<file path="src/hw/rtl/txcw_pkg.sv">
`default_nettype none
package txcw_pkg;

    // Screen geometry
    localparam int SCREEN_COLUMNS = 64;
    localparam int SCREEN_ROWS    = 16;

    localparam int COL_W      = $clog2(SCREEN_COLUMNS);
    localparam int ROW_W      = $clog2(SCREEN_ROWS);
    localparam int VW_W       = COL_W + 1;
    localparam int VH_W       = ROW_W + 1;
    localparam int ADDR_W     = 14;
    localparam int DATA_W     = 7;
    localparam int ROWS_W     = 5;
    localparam int OP_W       = 2;
    localparam int FUNC_W     = 2;
    localparam int CHAR_W     = 8;
    localparam int POS_W      = 8;
    localparam int CFG_IDX_W  = 3;
    localparam int CFG_DATA_W = 7;
    localparam int MAX_RESULTS = 8;
    localparam int BUF_IDX_W  = $clog2(MAX_RESULTS);
    localparam int BUF_CNT_W  = BUF_IDX_W + 1;
    localparam int TAB_W      = 3;
    localparam int TAB_STOP   = 4;

    localparam logic [ADDR_W-1:0] VRAM_BASE = 14'h3C00;
    localparam logic [DATA_W-1:0] BLANK     = 7'h20;
    localparam logic [DATA_W-1:0] LOWER_LO  = 7'd96;
    localparam logic [DATA_W-1:0] CASE_STEP = 7'd32;

    // Command codes
    localparam logic [FUNC_W-1:0] FUNC_PUT    = 2'd0;
    localparam logic [FUNC_W-1:0] FUNC_SET    = 2'd1;
    localparam logic [FUNC_W-1:0] FUNC_CLEAR  = 2'd2;
    localparam logic [FUNC_W-1:0] FUNC_SCROLL = 2'd3;

    // Result codes
    localparam logic [OP_W-1:0] OP_WRITE  = 2'd0;
    localparam logic [OP_W-1:0] OP_SCROLL = 2'd1;
    localparam logic [OP_W-1:0] OP_FILL   = 2'd2;
    localparam logic [OP_W-1:0] OP_REPORT = 2'd3;

    // Control characters
    localparam logic [CHAR_W-1:0] CH_NUL = 8'd0;
    localparam logic [CHAR_W-1:0] CH_TAB = 8'd9;
    localparam logic [CHAR_W-1:0] CH_LF  = 8'd10;
    localparam logic [CHAR_W-1:0] CH_CR  = 8'd13;

    // Register indexes
    localparam logic [CFG_IDX_W-1:0] REG_VIEW_LEFT   = 3'd0;
    localparam logic [CFG_IDX_W-1:0] REG_VIEW_TOP    = 3'd1;
    localparam logic [CFG_IDX_W-1:0] REG_VIEW_WIDTH  = 3'd2;
    localparam logic [CFG_IDX_W-1:0] REG_VIEW_HEIGHT = 3'd3;
    localparam logic [CFG_IDX_W-1:0] REG_AUTO_SCROLL = 3'd4;
    localparam logic [CFG_IDX_W-1:0] REG_LOWER_CASE  = 3'd5;

    typedef enum logic [2:0] {
        ST_IDLE,
        ST_GLYPH,
        ST_EXEC,
        ST_SETTLE,
        ST_SEND
    } state_t;

    typedef struct packed {
        logic capture;
        logic glyph;
        logic exec;
        logic settle;
        logic send_adv;
    } cmd_t;

    typedef struct packed {
        logic start_glyph;
        logic tab_pending;
        logic send_last;
    } status_t;

    typedef struct packed {
        logic [OP_W-1:0]   op;
        logic [ADDR_W-1:0] address;
        logic [DATA_W-1:0] data;
        logic [ROWS_W-1:0] rows;
    } entry_t;

    // Mask to 7 bits and fold lower case down unless lower case is fitted
    function automatic logic [DATA_W-1:0] fold(input logic [CHAR_W-1:0] c,
                                                input logic lc);
        logic [DATA_W-1:0] m;
        m = c[DATA_W-1:0];
        if (!lc && m >= LOWER_LO)
        begin
            m = m - CASE_STEP;
        end
        return m;
    endfunction

    // Video memory address of a viewport cell
    function automatic logic [ADDR_W-1:0] addr_of(input logic [COL_W-1:0] vl,
                                                   input logic [ROW_W-1:0] vt,
                                                   input logic [COL_W-1:0] x,
                                                   input logic [ROW_W-1:0] y);
        logic [ROW_W:0]    row;
        logic [ADDR_W+1:0] a;
        row = {1'b0, vt} + {1'b0, y};
        a = (ADDR_W+2)'(VRAM_BASE) + ((ADDR_W+2)'(row) << COL_W)
            + (ADDR_W+2)'(vl) + (ADDR_W+2)'(x);
        return a[ADDR_W-1:0];
    endfunction

endpackage
`default_nettype wire

</file>
<file path="src/hw/rtl/txcw_ctrl.sv">
`default_nettype none
module txcw_ctrl (
    input  wire logic             clk,
    input  wire logic             rst_n,
    input  wire logic             in_valid,
    output logic                  in_ready,
    output logic                  out_valid,
    input  wire logic             out_ready,
    input  wire txcw_pkg::status_t status,
    output txcw_pkg::cmd_t        cmd
);
    import txcw_pkg::*;

    state_t state_reg;
    state_t state_next;

    // Hold state
    always_ff @(posedge clk or negedge rst_n)
    begin
        if (!rst_n)
        begin
            state_reg <= ST_IDLE;
        end
        else
        begin
            state_reg <= state_next;
        end
    end

    // Next state
    always_comb
    begin
        state_next = state_reg;
        case (state_reg)
            ST_IDLE:
            begin
                if (in_valid)
                begin
                    state_next = status.start_glyph ? ST_GLYPH : ST_EXEC;
                end
            end
            ST_GLYPH:  state_next = ST_SETTLE;
            ST_EXEC:   state_next = ST_SETTLE;
            ST_SETTLE: state_next = status.tab_pending ? ST_GLYPH : ST_SEND;
            ST_SEND:
            begin
                if (out_ready && status.send_last)
                begin
                    state_next = ST_IDLE;
                end
            end
            default:   state_next = ST_IDLE;
        endcase
    end

    // Outputs
    always_comb
    begin
        in_ready     = 1'b0;
        out_valid    = 1'b0;
        cmd          = '0;
        case (state_reg)
            ST_IDLE:
            begin
                in_ready    = 1'b1;
                cmd.capture = in_valid;
            end
            ST_GLYPH:  cmd.glyph  = 1'b1;
            ST_EXEC:   cmd.exec   = 1'b1;
            ST_SETTLE: cmd.settle = 1'b1;
            ST_SEND:
            begin
                out_valid    = 1'b1;
                cmd.send_adv = out_ready;
            end
            default:
            begin
                in_ready = 1'b0;
            end
        endcase
    end

endmodule
`default_nettype wire

</file>
<file path="src/hw/rtl/txcw_datapath.sv">
`default_nettype none
module txcw_datapath (
    input  wire logic                              clk,
    input  wire logic                              rst_n,
    input  wire logic                              cfg_we,
    input  wire logic [txcw_pkg::CFG_IDX_W-1:0]    cfg_index,
    input  wire logic [txcw_pkg::CFG_DATA_W-1:0]   cfg_data,
    input  wire logic [txcw_pkg::FUNC_W-1:0]       in_func,
    input  wire logic [txcw_pkg::CHAR_W-1:0]       in_char,
    input  wire logic                              in_raw,
    input  wire logic [txcw_pkg::POS_W-1:0]        in_pos_x,
    input  wire logic [txcw_pkg::POS_W-1:0]        in_pos_y,
    input  wire logic [txcw_pkg::POS_W-1:0]        in_scroll_rows,
    input  wire txcw_pkg::cmd_t                    cmd,
    output txcw_pkg::status_t                      status,
    output txcw_pkg::entry_t                       out_entry,
    output logic [txcw_pkg::COL_W-1:0]             cursor_x,
    output logic [txcw_pkg::ROW_W-1:0]             cursor_y
);
    import txcw_pkg::*;

    // Configuration registers
    logic [COL_W-1:0] view_left_reg;
    logic [ROW_W-1:0] view_top_reg;
    logic [VW_W-1:0]  view_width_reg;
    logic [VH_W-1:0]  view_height_reg;
    logic             auto_scroll_reg;
    logic             lower_case_reg;

    // Cursor and command state
    logic [COL_W-1:0]  col_reg,  col_next;
    logic [ROW_W-1:0]  line_reg, line_next;
    logic [FUNC_W-1:0] func_reg;
    logic [CHAR_W-1:0] char_reg;
    logic [POS_W-1:0]  pos_x_reg, pos_y_reg, scroll_rows_reg;
    logic [DATA_W-1:0] glyph_reg;
    logic [TAB_W-1:0]  tab_left_reg, tab_left_next;
    logic              pend_reg, pend_next;
    logic [BUF_CNT_W-1:0] cnt_reg;
    logic [BUF_IDX_W-1:0] rd_reg;
    entry_t            buf_reg [MAX_RESULTS];

    // Effective viewport
    logic [VW_W-1:0]  vw_raw, room_w, vw;
    logic [VH_W-1:0]  vh_raw, room_h, vh;
    logic [COL_W-1:0] vw_m1;
    logic [ROW_W-1:0] vh_m1;
    logic [ADDR_W-1:0] origin_addr;

    always_comb
    begin
        vw_raw = (view_width_reg == '0) ? VW_W'(1) : view_width_reg;
        room_w = VW_W'(SCREEN_COLUMNS) - {1'b0, view_left_reg};
        vw     = (vw_raw > room_w) ? room_w : vw_raw;
        vh_raw = (view_height_reg == '0) ? VH_W'(1) : view_height_reg;
        room_h = VH_W'(SCREEN_ROWS) - {1'b0, view_top_reg};
        vh     = (vh_raw > room_h) ? room_h : vh_raw;
        vw_m1  = COL_W'(vw - VW_W'(1));
        vh_m1  = ROW_W'(vh - VH_W'(1));
        origin_addr = addr_of(view_left_reg, view_top_reg, '0, '0);
    end

    // Clamp cursor into the viewport at the start of a command
    logic [COL_W-1:0] col_cl;
    logic [ROW_W-1:0] line_cl;
    logic             in_printable;

    always_comb
    begin
        col_cl  = (col_reg > vw_m1) ? vw_m1 : col_reg;
        line_cl = (line_reg > vh_m1) ? vh_m1 : line_reg;
        in_printable = (in_func == FUNC_PUT) && (in_char != CH_NUL)
                       && (in_char != CH_LF) && (in_char != CH_CR);
    end

    // Wrap and bottom handling after a glyph or a newline
    logic [VW_W-1:0] st_col;
    logic [VH_W-1:0] st_line;
    logic            st_scroll;

    always_comb
    begin
        if (cmd.glyph)
        begin
            st_col  = {1'b0, col_reg} + VW_W'(1);
            st_line = {1'b0, line_reg};
        end
        else
        begin
            st_col  = '0;
            st_line = {1'b0, line_reg} + VH_W'(1);
        end
        if (st_col >= vw)
        begin
            st_col  = '0;
            st_line = st_line + VH_W'(1);
        end
        st_scroll = 1'b0;
        if (st_line >= vh)
        begin
            if (auto_scroll_reg)
            begin
                st_line   = st_line - VH_W'(1);
                st_scroll = 1'b1;
            end
            else
            begin
                st_line = '0;
            end
        end
    end

    // Command step and result entry
    logic             wr_en;
    entry_t           wr_entry;
    logic [ROWS_W-1:0] sr_cap;

    always_comb
    begin
        col_next      = col_reg;
        line_next     = line_reg;
        tab_left_next = tab_left_reg;
        pend_next     = pend_reg;
        wr_en         = 1'b0;
        wr_entry      = '0;
        sr_cap = (scroll_rows_reg > POS_W'(vh)) ? ROWS_W'(vh)
                                                 : scroll_rows_reg[ROWS_W-1:0];
        if (cmd.glyph)
        begin
            wr_en            = 1'b1;
            wr_entry.op      = OP_WRITE;
            wr_entry.address = addr_of(view_left_reg, view_top_reg, col_reg, line_reg);
            wr_entry.data    = glyph_reg;
            col_next         = st_col[COL_W-1:0];
            line_next        = st_line[ROW_W-1:0];
            pend_next        = st_scroll;
            tab_left_next    = tab_left_reg - TAB_W'(1);
        end
        else if (cmd.exec)
        begin
            pend_next = 1'b0;
            case (func_reg)
                FUNC_PUT:
                begin
                    if (char_reg == CH_LF)
                    begin
                        col_next  = st_col[COL_W-1:0];
                        line_next = st_line[ROW_W-1:0];
                        pend_next = st_scroll;
                    end
                end
                FUNC_SET:
                begin
                    col_next  = (pos_x_reg >= POS_W'(vw)) ? vw_m1 : pos_x_reg[COL_W-1:0];
                    line_next = (pos_y_reg >= POS_W'(vh)) ? vh_m1 : pos_y_reg[ROW_W-1:0];
                end
                FUNC_CLEAR:
                begin
                    col_next         = '0;
                    line_next        = '0;
                    wr_en            = 1'b1;
                    wr_entry.op      = OP_FILL;
                    wr_entry.address = origin_addr;
                    wr_entry.data    = fold(char_reg, lower_case_reg);
                end
                FUNC_SCROLL:
                begin
                    if (scroll_rows_reg != '0)
                    begin
                        line_next = ({1'b0, line_reg} > sr_cap)
                                    ? ROW_W'({1'b0, line_reg} - sr_cap) : '0;
                        wr_en            = 1'b1;
                        wr_entry.op      = OP_SCROLL;
                        wr_entry.address = origin_addr;
                        wr_entry.data    = BLANK;
                        wr_entry.rows    = sr_cap;
                    end
                end
                default:
                begin
                    wr_en = 1'b0;
                end
            endcase
        end
        else if (cmd.settle)
        begin
            pend_next = 1'b0;
            if (pend_reg)
            begin
                wr_en            = 1'b1;
                wr_entry.op      = OP_SCROLL;
                wr_entry.address = origin_addr;
                wr_entry.data    = BLANK;
                wr_entry.rows    = ROWS_W'(1);
            end
            else if (tab_left_reg == '0 && cnt_reg == '0)
            begin
                wr_en            = 1'b1;
                wr_entry.op      = OP_REPORT;
                wr_entry.address = addr_of(view_left_reg, view_top_reg,
                                           col_reg, line_reg);
            end
        end
    end

    // Control registers
    always_ff @(posedge clk or negedge rst_n)
    begin
        if (!rst_n)
        begin
            view_left_reg   <= '0;
            view_top_reg    <= '0;
            view_width_reg  <= VW_W'(SCREEN_COLUMNS);
            view_height_reg <= VH_W'(SCREEN_ROWS);
            auto_scroll_reg <= 1'b1;
            lower_case_reg  <= 1'b0;
            col_reg         <= '0;
            line_reg        <= '0;
            func_reg        <= FUNC_PUT;
            tab_left_reg    <= '0;
            pend_reg        <= 1'b0;
            cnt_reg         <= '0;
            rd_reg          <= '0;
        end
        else
        begin
            if (cfg_we)
            begin
                case (cfg_index)
                    REG_VIEW_LEFT:   view_left_reg   <= cfg_data[COL_W-1:0];
                    REG_VIEW_TOP:    view_top_reg    <= cfg_data[ROW_W-1:0];
                    REG_VIEW_WIDTH:  view_width_reg  <= cfg_data[VW_W-1:0];
                    REG_VIEW_HEIGHT: view_height_reg <= cfg_data[VH_W-1:0];
                    REG_AUTO_SCROLL: auto_scroll_reg <= cfg_data[0];
                    REG_LOWER_CASE:  lower_case_reg  <= cfg_data[0];
                    default:         view_left_reg   <= view_left_reg;
                endcase
            end
            if (cmd.capture)
            begin
                col_reg  <= col_cl;
                line_reg <= line_cl;
                func_reg <= in_func;
                pend_reg <= 1'b0;
                cnt_reg  <= '0;
                rd_reg   <= '0;
                if (in_func == FUNC_PUT && in_char == CH_TAB)
                begin
                    tab_left_reg <= TAB_W'(TAB_STOP) - {1'b0, col_cl[1:0]};
                end
                else if (in_printable)
                begin
                    tab_left_reg <= TAB_W'(1);
                end
                else
                begin
                    tab_left_reg <= '0;
                end
            end
            else
            begin
                col_reg      <= col_next;
                line_reg     <= line_next;
                tab_left_reg <= tab_left_next;
                pend_reg     <= pend_next;
                if (wr_en)
                begin
                    cnt_reg <= cnt_reg + BUF_CNT_W'(1);
                end
                if (cmd.send_adv)
                begin
                    rd_reg <= rd_reg + BUF_IDX_W'(1);
                end
            end
        end
    end

    // Payload registers
    always_ff @(posedge clk)
    begin
        if (cmd.capture)
        begin
            char_reg        <= in_char;
            pos_x_reg       <= in_pos_x;
            pos_y_reg       <= in_pos_y;
            scroll_rows_reg <= in_scroll_rows;
            if (in_char == CH_TAB)
            begin
                glyph_reg <= fold({1'b0, BLANK}, lower_case_reg);
            end
            else if (in_raw)
            begin
                glyph_reg <= in_char[DATA_W-1:0];
            end
            else
            begin
                glyph_reg <= fold(in_char, lower_case_reg);
            end
        end
        if (wr_en)
        begin
            buf_reg[cnt_reg[BUF_IDX_W-1:0]] <= wr_entry;
        end
    end

    // Status and result
    always_comb
    begin
        status.start_glyph = in_printable;
        status.tab_pending = (tab_left_reg != '0);
        status.send_last   = (({1'b0, rd_reg} + BUF_CNT_W'(1)) == cnt_reg);
        out_entry          = buf_reg[rd_reg];
        cursor_x           = col_reg;
        cursor_y           = line_reg;
    end

endmodule
`default_nettype wire

</file>
<file path="src/hw/rtl/text_console_cursor_writer_core.sv">
`default_nettype none
// Text console cursor writer for a 64x16 character screen in video memory at
// 0x3C00. Each request carries one command (put character, set cursor, clear
// viewport, scroll up) and yields 1 to 8 results: byte writes, viewport
// scrolls, viewport fills or one cursor report, each tagged with the cursor
// as it stands after the whole command and the final one marked by tlast.
// The block handles one request at a time and takes no new request until
// the last result of the previous one has left. For each glyph written (1
// for a plain character, 1 to 4 for a tab) the controller steps through a
// write state and a wrap/scroll state; every other command steps through an
// execute state and a settle state instead. The results then leave from an
// eight-entry result buffer, one per cycle while the sink is ready. The user
// must see that configuration is written only while no request is in
// progress; the block itself does not enforce this.
module text_console_cursor_writer_core (
    input  wire logic        clk,
    input  wire logic        rst_n,
    // Configuration write port
    input  wire logic        cfg_we,
    input  wire logic [2:0]  cfg_index,
    input  wire logic [6:0]  cfg_data,
    // Command stream
    input  wire logic        s_axis_tvalid,
    output logic             s_axis_tready,
    input  wire logic [31:0] s_axis_tdata,  // char_code, pos_x, pos_y, scroll_rows
    input  wire logic [2:0]  s_axis_tuser,  // func, raw_byte
    // Result stream
    output logic             m_axis_tvalid,
    input  wire logic        m_axis_tready,
    output logic [39:0]      m_axis_tdata,  // address, data, rows, cursor_x,
                                            // cursor_y, zero fill
    output logic [1:0]       m_axis_tuser,  // op
    output logic             m_axis_tlast
);
    import txcw_pkg::*;

    cmd_t              cmd;
    status_t           status;
    entry_t            out_entry;
    logic [COL_W-1:0]  cursor_x;
    logic [ROW_W-1:0]  cursor_y;

    txcw_ctrl u_ctrl (
        .clk       (clk),
        .rst_n     (rst_n),
        .in_valid  (s_axis_tvalid),
        .in_ready  (s_axis_tready),
        .out_valid (m_axis_tvalid),
        .out_ready (m_axis_tready),
        .status    (status),
        .cmd       (cmd)
    );

    txcw_datapath u_datapath (
        .clk            (clk),
        .rst_n          (rst_n),
        .cfg_we         (cfg_we),
        .cfg_index      (cfg_index),
        .cfg_data       (cfg_data),
        .in_func        (s_axis_tuser[1:0]),
        .in_char        (s_axis_tdata[7:0]),
        .in_raw         (s_axis_tuser[2]),
        .in_pos_x       (s_axis_tdata[15:8]),
        .in_pos_y       (s_axis_tdata[23:16]),
        .in_scroll_rows (s_axis_tdata[31:24]),
        .cmd            (cmd),
        .status         (status),
        .out_entry      (out_entry),
        .cursor_x       (cursor_x),
        .cursor_y       (cursor_y)
    );

    // Pack the result
    assign m_axis_tdata = {4'b0000, cursor_y, cursor_x, out_entry.rows,
                           out_entry.data, out_entry.address};
    assign m_axis_tuser = out_entry.op;
    assign m_axis_tlast = status.send_last;

endmodule
`default_nettype wire
</file>
<file path="config.mk">
export PLATFORM = sky130hd
export DESIGN_NAME = text_console_cursor_writer_core
export DESIGN_NICKNAME = d
export VERILOG_FILES = /design/src/hw/rtl/txcw_pkg.sv /design/src/hw/rtl/txcw_ctrl.sv /design/src/hw/rtl/txcw_datapath.sv /design/src/hw/rtl/text_console_cursor_writer_core.sv
export SDC_FILE = /design/constraint.sdc
export NUM_CORES = 1
export LEC_CHECK = 0
export BUFFER_PORTS_ARGS = -buffer_cell sky130_fd_sc_hd__buf_2
export CAP_MARGIN = 20
export CORE_MARGIN = 2
export CORE_UTILIZATION = 45
export DETAILED_ROUTE_END_ITERATION = 8
export SLEW_MARGIN = 20
export SYNTH_ARGS = -nofsm -noshare
export SYNTH_HDL_FRONTEND = slang
export SYNTH_HIERARCHICAL = 1
export SYNTH_SLANG_ARGS = --single-unit
export TNS_END_PERCENT = 20
</file>
<file path="constraint.sdc">
create_clock -name clk -period 7.71 [get_ports clk]
set_input_delay 1.542 -clock clk [delete_from_list [all_inputs] [get_ports clk]]
set_output_delay 1.542 -clock clk [all_outputs]
set_load 0.01 [all_outputs]
</file>
Word-level counts from Yosys, hierarchy flattened --
Memories as Yosys holds them, arrays and structs flattened. Index checks and enable logic that the tools add are counted.
Operators by class: $add $sub $neg 22, magnitude comparators 12, equality and inequality tests 23, mux-type cells 77, reduce and logical (&&, ||, !) cells 37
Operators with widths (count):
- two-way mux 28 bit | 2
- two-way mux 4 bit | 12
- one-hot mux 23 bit (2 select lines) | 1
- adder 14 x 6 -> 14 bit | 3
- two-way mux 6 bit | 7
- two-way mux 7 bit | 6
- two-way mux 5 bit | 7
- two-way mux 16 bit | 2
- two-way mux 27 bit | 1
- two-way mux 1 bit | 24
- two-way mux 3 bit | 8
- two-way mux 23 bit | 1
- one-hot mux 6 bit (3 select lines) | 1
- == test 8 x 4 -> 1 bit (second input constant) | 2
- != test 8 x 4 -> 1 bit (second input constant) | 2
- one-hot mux 4 bit (4 select lines) | 1
- nonzero test 8 bit | 2
- adder 14 x 10 -> 14 bit (first input constant) | 1
- adder 14 x 11 -> 14 bit (first input constant) | 1
- >= comparator 7 bit (second input constant) | 2
- AND reduction 2 bit | 7
- subtractor 7 x 6 -> 7 bit (second input constant) | 2
- == test 3 x 2 -> 1 bit (second input constant) | 4
- one-hot mux 3 bit (4 select lines) | 1
- 49 further kinds | 71
Storage, ports and cells: bits in registers 89, bits in writable memories 224, bits of input ports 50, output and inout port bits 45, logic and storage cells 192, memories kept 1
Memory list:
- u_datapath.buf_reg | words 8, bits a word 28, read ports 1, clocked after Yosys merged registers in 0, wr ports 1, line txcw_datapath.sv:41 | entry_t buf_reg [MAX_RESULTS];

Longest topological paths before layout --
word-level depth 14, depth in mapped cells 27, depth with buffers taken out 26

By module --
The synthesis kept the hierarchy.
Modules (own cells, without submodules):
- txcw_datapath | instances 1, cells an instance 1069, area an instance 15378.5 um^2
- txcw_ctrl | instances 1, cells an instance 20, area an instance 209.0 um^2
- text_console_cursor_writer_core | instances 1, cells an instance 5, area an instance 33.8 um^2

Worst setup path after synthesis --
Ideal clock, no wire load.
path type flip-flop to flip-flop, start register u_datapath.view_left_reg[4], end register u_datapath.line_reg[0] (netlist: u_datapath/cursor_y[0]), data arrival time 5237 ps, data required time 7584 ps, slack 2347 ps, cell stages (with the launch flop) 23, buffers on the path 1, clock period less this slack 5363 ps, path through dfrtp_1 > or3_1 > or3b_2 > ha_1 > nand4_1 > a21oi_1 > o22ai_2 > mux2i_1 > ha_1 > a21o_1 > a221oi_1 > o21ai_1 > buf_2 > xnor2_1 > ha_1 > nand2b_1 > a31oi_1 > o21ai_1 > nand2_1 > mux2i_1 > o21ai_0 > a31oi_1 > a311o_1
Between the ends: cells in the longest elaborated chain, start to end 13
Ends and longest elaborated chain:
- from (decl) | line txcw_datapath.sv:23 | logic [COL_W-1:0] view_left_reg;
- from (signal assigned) | line txcw_datapath.sv:230 | REG_VIEW_LEFT: view_left_reg <= cfg_data[COL_W-1:0];
- from (signal assigned) | line txcw_datapath.sv:236 | default: view_left_reg <= view_left_reg;
- subtractor 7 x 6 -> 7 bit * | line txcw_datapath.sv:53 | room_w = VW_W'(SCREEN_COLUMNS) - {1'b0, view_left_reg};
- greater-than comparator 7 bit | line txcw_datapath.sv:54 | vw = (vw_raw > room_w) ? room_w : vw_raw;
- two-way mux 7 bit * | line txcw_datapath.sv:54
- >= comparator 7 bit * | line txcw_datapath.sv:93 | if (st_col >= vw)
- two-way mux 5 bit * | line txcw_datapath.sv:93
- subtractor 4 x 1 -> 4 bit | line txcw_datapath.sv:103 | st_line = st_line - VH_W'(1);
- two-way mux 4 bit | line txcw_datapath.sv:101 | if (auto_scroll_reg)
- two-way mux 4 bit * | line txcw_datapath.sv:99 | if (st_line >= vh)
- two-way mux 4 bit | line txcw_datapath.sv:145 | if (char_reg == CH_LF)
- one-hot mux 4 bit (4 select lines) | line txcw_datapath.sv:142 | case (func_reg)
- two-way mux 4 bit | line txcw_datapath.sv:139 | else if (cmd.exec)
- two-way mux 4 bit * | line txcw_datapath.sv:128 | if (cmd.glyph)
- two-way mux 4 bit * | line txcw_datapath.sv:239 | if (cmd.capture)
- to (signal assigned) | line txcw_datapath.sv:242 | line_reg <= line_cl;
- to (signal assigned) | line txcw_datapath.sv:263 | line_reg <= line_next;
- to (decl) | line txcw_datapath.sv:32 | logic [ROW_W-1:0] line_reg, line_next;
Mark *: on every way between the ends. The rest lies on a longest branch, timed or not. The select of a mux whose other input is x is not followed. A chain may end at the register's enable or synchronous reset.

Final worst setup path --
start register u_datapath.view_left_reg[0], end register u_datapath.line_reg[0] (netlist: u_datapath/cursor_y[0])
The elaborated chain is that of the path after synthesis.

==> reports/qor.csv <==
stage,metric,value,unit
placed_design,placedCellCount,1615,
cells_and_area,syn2layout_area_growth,13.44,%
global_route,antenna_violations_before_repair,0,
clock_network,cts_sinks,313,
power_and_ir_drop,fraction_of_power_spent_switching_nets,0.3749,
sta,timing.final.hold_violations,0,
power_and_ir_drop,static-leakage-power,6.593,nW
sta,layout_setup_ws,1.269,ns
synth,dominant_register_cell_in_the_synthesized_netlist,sky130_fd_sc_hd__edfxtp_1,
clock_network,cts_made_buffers,35,
critical_path,cp_data_arrival_time,6.85,ns
clock_network,cell_at_the_root_of_the_clock_tree,sky130_fd_sc_hd__clkbuf_16,
synth,synthesis.instances,1094,
floorplan,ios,95,
synth,syn_area,0.01562,mm²
cells_and_area,largest_reg_flops,224,
synth,yosysWarningCount,6,
synth,synth_area_per_cell,14.28,µm²
global_route,grt_usage,0.1999,
critical_path,reg2reg_slack,1.27,ns
sta,worst_slew_margin_rel,0.2783,
detailed_routing,top_layer_used,met4,
floorplan,vert_die_dim,190.3,µm
flow_run,drv_cap,0,
critical_path,setup.worst_path.class,register to register,
clock_network,post_cts.resized_instances,0,
synth,synth.lib_cells_used.distinct,92,
detailed_routing,detail_route.wirelength.met1,15840,µm
detailed_routing,drt_drc_violations_left,0,
sta,worst-slew-pin-transition,1.071,ns
min_path,worst_hold_path_type,register to register,
detailed_routing,routed_wire_length_per_instance,20.92,µm
outcome,status,completed,
critical_path,critical_path_launch_point_type,register,
global_route,number_of_global_route_vias_before_repair,9427,
detailed_routing,vias,9212,
floorplan,initial_core_util,0.4545,
detailed_routing,antenna_violating_nets_post_route,0,
placed_design,placement.setup.worst_slack,1.424,ns
clock_network,cts_hold_repair.buffers,0,
synth,seq_area_frac_synth,0.5859,
clock_network,cts_setup_buffers,0,
clock_network,ctsHtreeMaxLevel,2,
floorplan,coreArea,0.03437,mm²
power_and_ir_drop,power.density_cell_area,417.9,mW/mm²
power_and_ir_drop,share_of_power_burned_in_registers,0.366,
floorplan,rows,68,
power_and_ir_drop,power.combinational.fraction,0.423,
synth,async_flop_share,0.1597,
cells_and_area,antenna_fix_cells,0,
critical_path,kind_of_capture_point_of_the_worst_setup_path,register,
sta,min_period,6.441,ns
sta,final-max-slew-violation-count,0,
sta,hold_ws,0.5110,ns
detailed_routing,met2WireLength,16840,µm
detailed_routing,detailedRoute.firstPassIterationCount,5,
placed_design,io_buffer_count,90,
global_route,gr-total-overflow,0,
sta,timing.final.crit_share,0.8354,
clock_network,clock_edge_transition_at_the_registers_on_the_reported_setup_and_hold_paths,0.06,ns
detailed_routing,wl,35100,µm
power_and_ir_drop,max-vdd-ir-drop,0.2261,mV
cells_and_area,post_route_cells_drive_above_1_share,0.2535,
sta,clock_skew,0.02128,ns
detailed_routing,first_iter_violations,655,
cells_and_area,fin_cells,1678,
clock_network,clock_buffer_depth,3,
floorplan,floorplan.die.width,190.3,µm
detailed_routing,dr_wl_met3,1639,µm
placed_design,dp_hpwl,23120,µm
power_and_ir_drop,internal-power,4.629,mW
synth,synth-edff-count,263,
floorplan,die-area,0.03622,mm²
placed_design,finalWeightedCongestion,0.8905,
global_route,grt_pass1_wl,55020,µm
critical_path,timing.critical_path.fanout_max,12,
clock_network,tritoncts,built,
critical_path,timing.critical_path.required,8.12,ns
synth,synth.ff_latch_count,313,
detailed_routing,viasPerCell,5.490,
sta,rsz0062_at_grt,false,
sta,timing.final.setup_violations,0,
sta,maxClockFrequency,155.3,MHz
power_and_ir_drop,p_clk_frac,0.211,
clock_network,clk-insertion-delay-late,0.53,ns
global_route,maximum_number_of_pins_on_one_net_before_global_route_repair,70,
sta,setup-tns-final,0,ns
power_and_ir_drop,power_switching,2.777,mW
cells_and_area,layout.nets,1336,
## synth_stat cells (6+ instances only)
library cell,instances,area [µm²]
sky130_fd_sc_hd__a21o_1,12,90.09
sky130_fd_sc_hd__a21oi_1,25,125.1
sky130_fd_sc_hd__a31oi_1,10,62.56
sky130_fd_sc_hd__and3_1,6,37.54
sky130_fd_sc_hd__buf_1,9,33.78
sky130_fd_sc_hd__clkbuf_1,32,120.1
sky130_fd_sc_hd__dfrtp_1,47,1176
sky130_fd_sc_hd__edfxtp_1,263,7898
sky130_fd_sc_hd__ha_1,86,1076
sky130_fd_sc_hd__inv_1,54,202.7
sky130_fd_sc_hd__mux2_2,51,574.3
sky130_fd_sc_hd__mux2i_1,22,220.2
sky130_fd_sc_hd__mux4_2,56,1261
sky130_fd_sc_hd__nand2_1,71,266.5
sky130_fd_sc_hd__nand2b_1,9,56.30
sky130_fd_sc_hd__nand3_1,8,40.04
sky130_fd_sc_hd__nand3b_1,7,52.55
sky130_fd_sc_hd__nand4_1,9,56.30
sky130_fd_sc_hd__nor2_1,59,221.5
sky130_fd_sc_hd__nor2b_1,15,93.84
sky130_fd_sc_hd__nor3_1,15,75.07
sky130_fd_sc_hd__o211ai_1,10,75.07
sky130_fd_sc_hd__o21ai_0,42,210.2
sky130_fd_sc_hd__o22ai_1,9,56.30
sky130_fd_sc_hd__xnor2_1,28,245.2
sky130_fd_sc_hd__xor2_1,18,157.7
## kinds of logic after synthesis
group	after synthesis	synth area share
compound gates	160	0.07185
xor+xnor	46	0.02579
fa+ha+maj	89	0.07273
buf+inv	103	0.02619
flops	313	0.5859
mux	129	0.1316
other cells	1	0.0002401
simple gates	253	0.08570
## worst max-delay path: stages, from the launching register on
cell and delay (ns):
sky130_fd_sc_hd__dfrtp_1 0.49, sky130_fd_sc_hd__inv_1 0.09, sky130_fd_sc_hd__ha_1 0.25, sky130_fd_sc_hd__nand2_1 0.08
sky130_fd_sc_hd__xor2_1 0.23, sky130_fd_sc_hd__inv_1 0.07, sky130_fd_sc_hd__ha_1 0.30, sky130_fd_sc_hd__a211oi_1 0.24
sky130_fd_sc_hd__o21bai_1 0.14, sky130_fd_sc_hd__o22ai_2 0.46, sky130_fd_sc_hd__mux2i_1 0.47, sky130_fd_sc_hd__inv_1 0.12
sky130_fd_sc_hd__ha_1 0.29, sky130_fd_sc_hd__nor2b_1 0.05, sky130_fd_sc_hd__o21a_1 0.19, sky130_fd_sc_hd__o21ai_1 0.74
sky130_fd_sc_hd__nor4b_1 0.44, sky130_fd_sc_hd__or2_2 0.20, sky130_fd_sc_hd__inv_1 0.04, sky130_fd_sc_hd__ha_1 0.26
sky130_fd_sc_hd__nand2_1 0.05, sky130_fd_sc_hd__o21ai_1 0.41, sky130_fd_sc_hd__mux2i_1 0.14, sky130_fd_sc_hd__o21ai_0 0.17
sky130_fd_sc_hd__a31oi_1 0.07, sky130_fd_sc_hd__a311o_1 0.34
## final timing paths
kind                       cells after the start                             to                           from
hold / removal                                 1  u_datapath/view_height_reg[0]  u_datapath/view_height_reg[0]
min in group asynchronous                      2      u_datapath/lower_case_reg                          rst_n
setup / recovery                              25         u_datapath/cursor_y[0]    u_datapath/view_left_reg[0]
setup reg to reg                              25         u_datapath/cursor_y[0]    u_datapath/view_left_reg[0]
hold reg to reg                                1  u_datapath/view_height_reg[0]  u_datapath/view_height_reg[0]
max in group asynchronous                      2           u_datapath/rd_reg[0]                          rst_n
## layer usage
metal / track usage / up-vias
li1: - / 4387
met1: 0.2781 / 4561
met2: 0.3331 / 213
met3: 0.02632 / 51
met4: 0.05158 / 0
met5: 0 / -
## area by class of cell
class / instances / area (µm²)
repair buffers: 112 / 615.6
multi-input cells: 681 / 6105
well taps: 455 / 569.3
fillers: 2963 / 16650
flip-flops and latches: 313 / 9160
inverters: 54 / 202.7
clock buffers: 43 / 915.9
clock inverters: 20 / 152.6
## cells in the final DEF (no fill, tap or decap), types with 4 or more instances in the layout
master                      synthesis  routed
sky130_fd_sc_hd__o211ai_1          10      10
sky130_fd_sc_hd__nand3b_1           7       7
sky130_fd_sc_hd__nand4_1            9       9
sky130_fd_sc_hd__buf_4              5      22
sky130_fd_sc_hd__and3_1             6       6
sky130_fd_sc_hd__nor2b_1           15      15
sky130_fd_sc_hd__nand2b_1           9       9
sky130_fd_sc_hd__xnor2_1           28      28
sky130_fd_sc_hd__a21o_1            12      12
sky130_fd_sc_hd__a31oi_1           10      10
sky130_fd_sc_hd__ha_1              86      86
sky130_fd_sc_hd__nand3_1            8       8
sky130_fd_sc_hd__inv_1             54      54
sky130_fd_sc_hd__clkbuf_16          0      35
sky130_fd_sc_hd__buf_2              3      90
sky130_fd_sc_hd__mux4_2            56      56
sky130_fd_sc_hd__clkinv_1           0      11
sky130_fd_sc_hd__nor2_1            59      58
sky130_fd_sc_hd__xor2_1            18      18
sky130_fd_sc_hd__or3_1              5       5
sky130_fd_sc_hd__edfxtp_1         263     263
sky130_fd_sc_hd__nor3_2             1       7
sky130_fd_sc_hd__nor2_2             3       4
sky130_fd_sc_hd__o21ai_1            3       7
sky130_fd_sc_hd__nand2_1           71      71
sky130_fd_sc_hd__dfrtp_1           47      45
sky130_fd_sc_hd__mux2_2            51      51
sky130_fd_sc_hd__conb_1             1       4
sky130_fd_sc_hd__o21ai_0           42      38
sky130_fd_sc_hd__mux2i_1           22      22
sky130_fd_sc_hd__nor4_1             5       5
sky130_fd_sc_hd__nor3_1            15       9
sky130_fd_sc_hd__nor3b_1            4       4
sky130_fd_sc_hd__clkbuf_1          32       7
sky130_fd_sc_hd__a21oi_1           25      25
sky130_fd_sc_hd__or2_2              4       4
sky130_fd_sc_hd__o22ai_1            9       9
## power groups by stage
stage / registers, mW / clock network (mW) / logic, mW
final: 2.71 / 1.56 / 3.13
after global routing: 2.76 / 1.67 / 3.50
after CTS: 2.72 / 1.60 / 3.15
after detailed placement: 2.76 / 0 / 3.13
after global placement: 2.74 / 0 / 3.08
after floorplan: 2.60 / 0 / 2.30
## through the flow
| stage | utilization | area (µm²) | power (mW) |
|---|---|---|---|
| 2_1_floorplan | - | 15630 | 4.898 |
| 3_3_place_gp | 0.4845 | 16650 | 5.827 |
| 3_5_place_dp | 0.4845 | 16650 | 5.890 |
| 4_1_cts | 0.5155 | 17720 | 7.480 |
| 5_1_grt | 0.5155 | 17720 | 7.930 |
| 6_report | 0.5155 | 17720 | 7.406 |
Power figures use the tool's default switching activity.
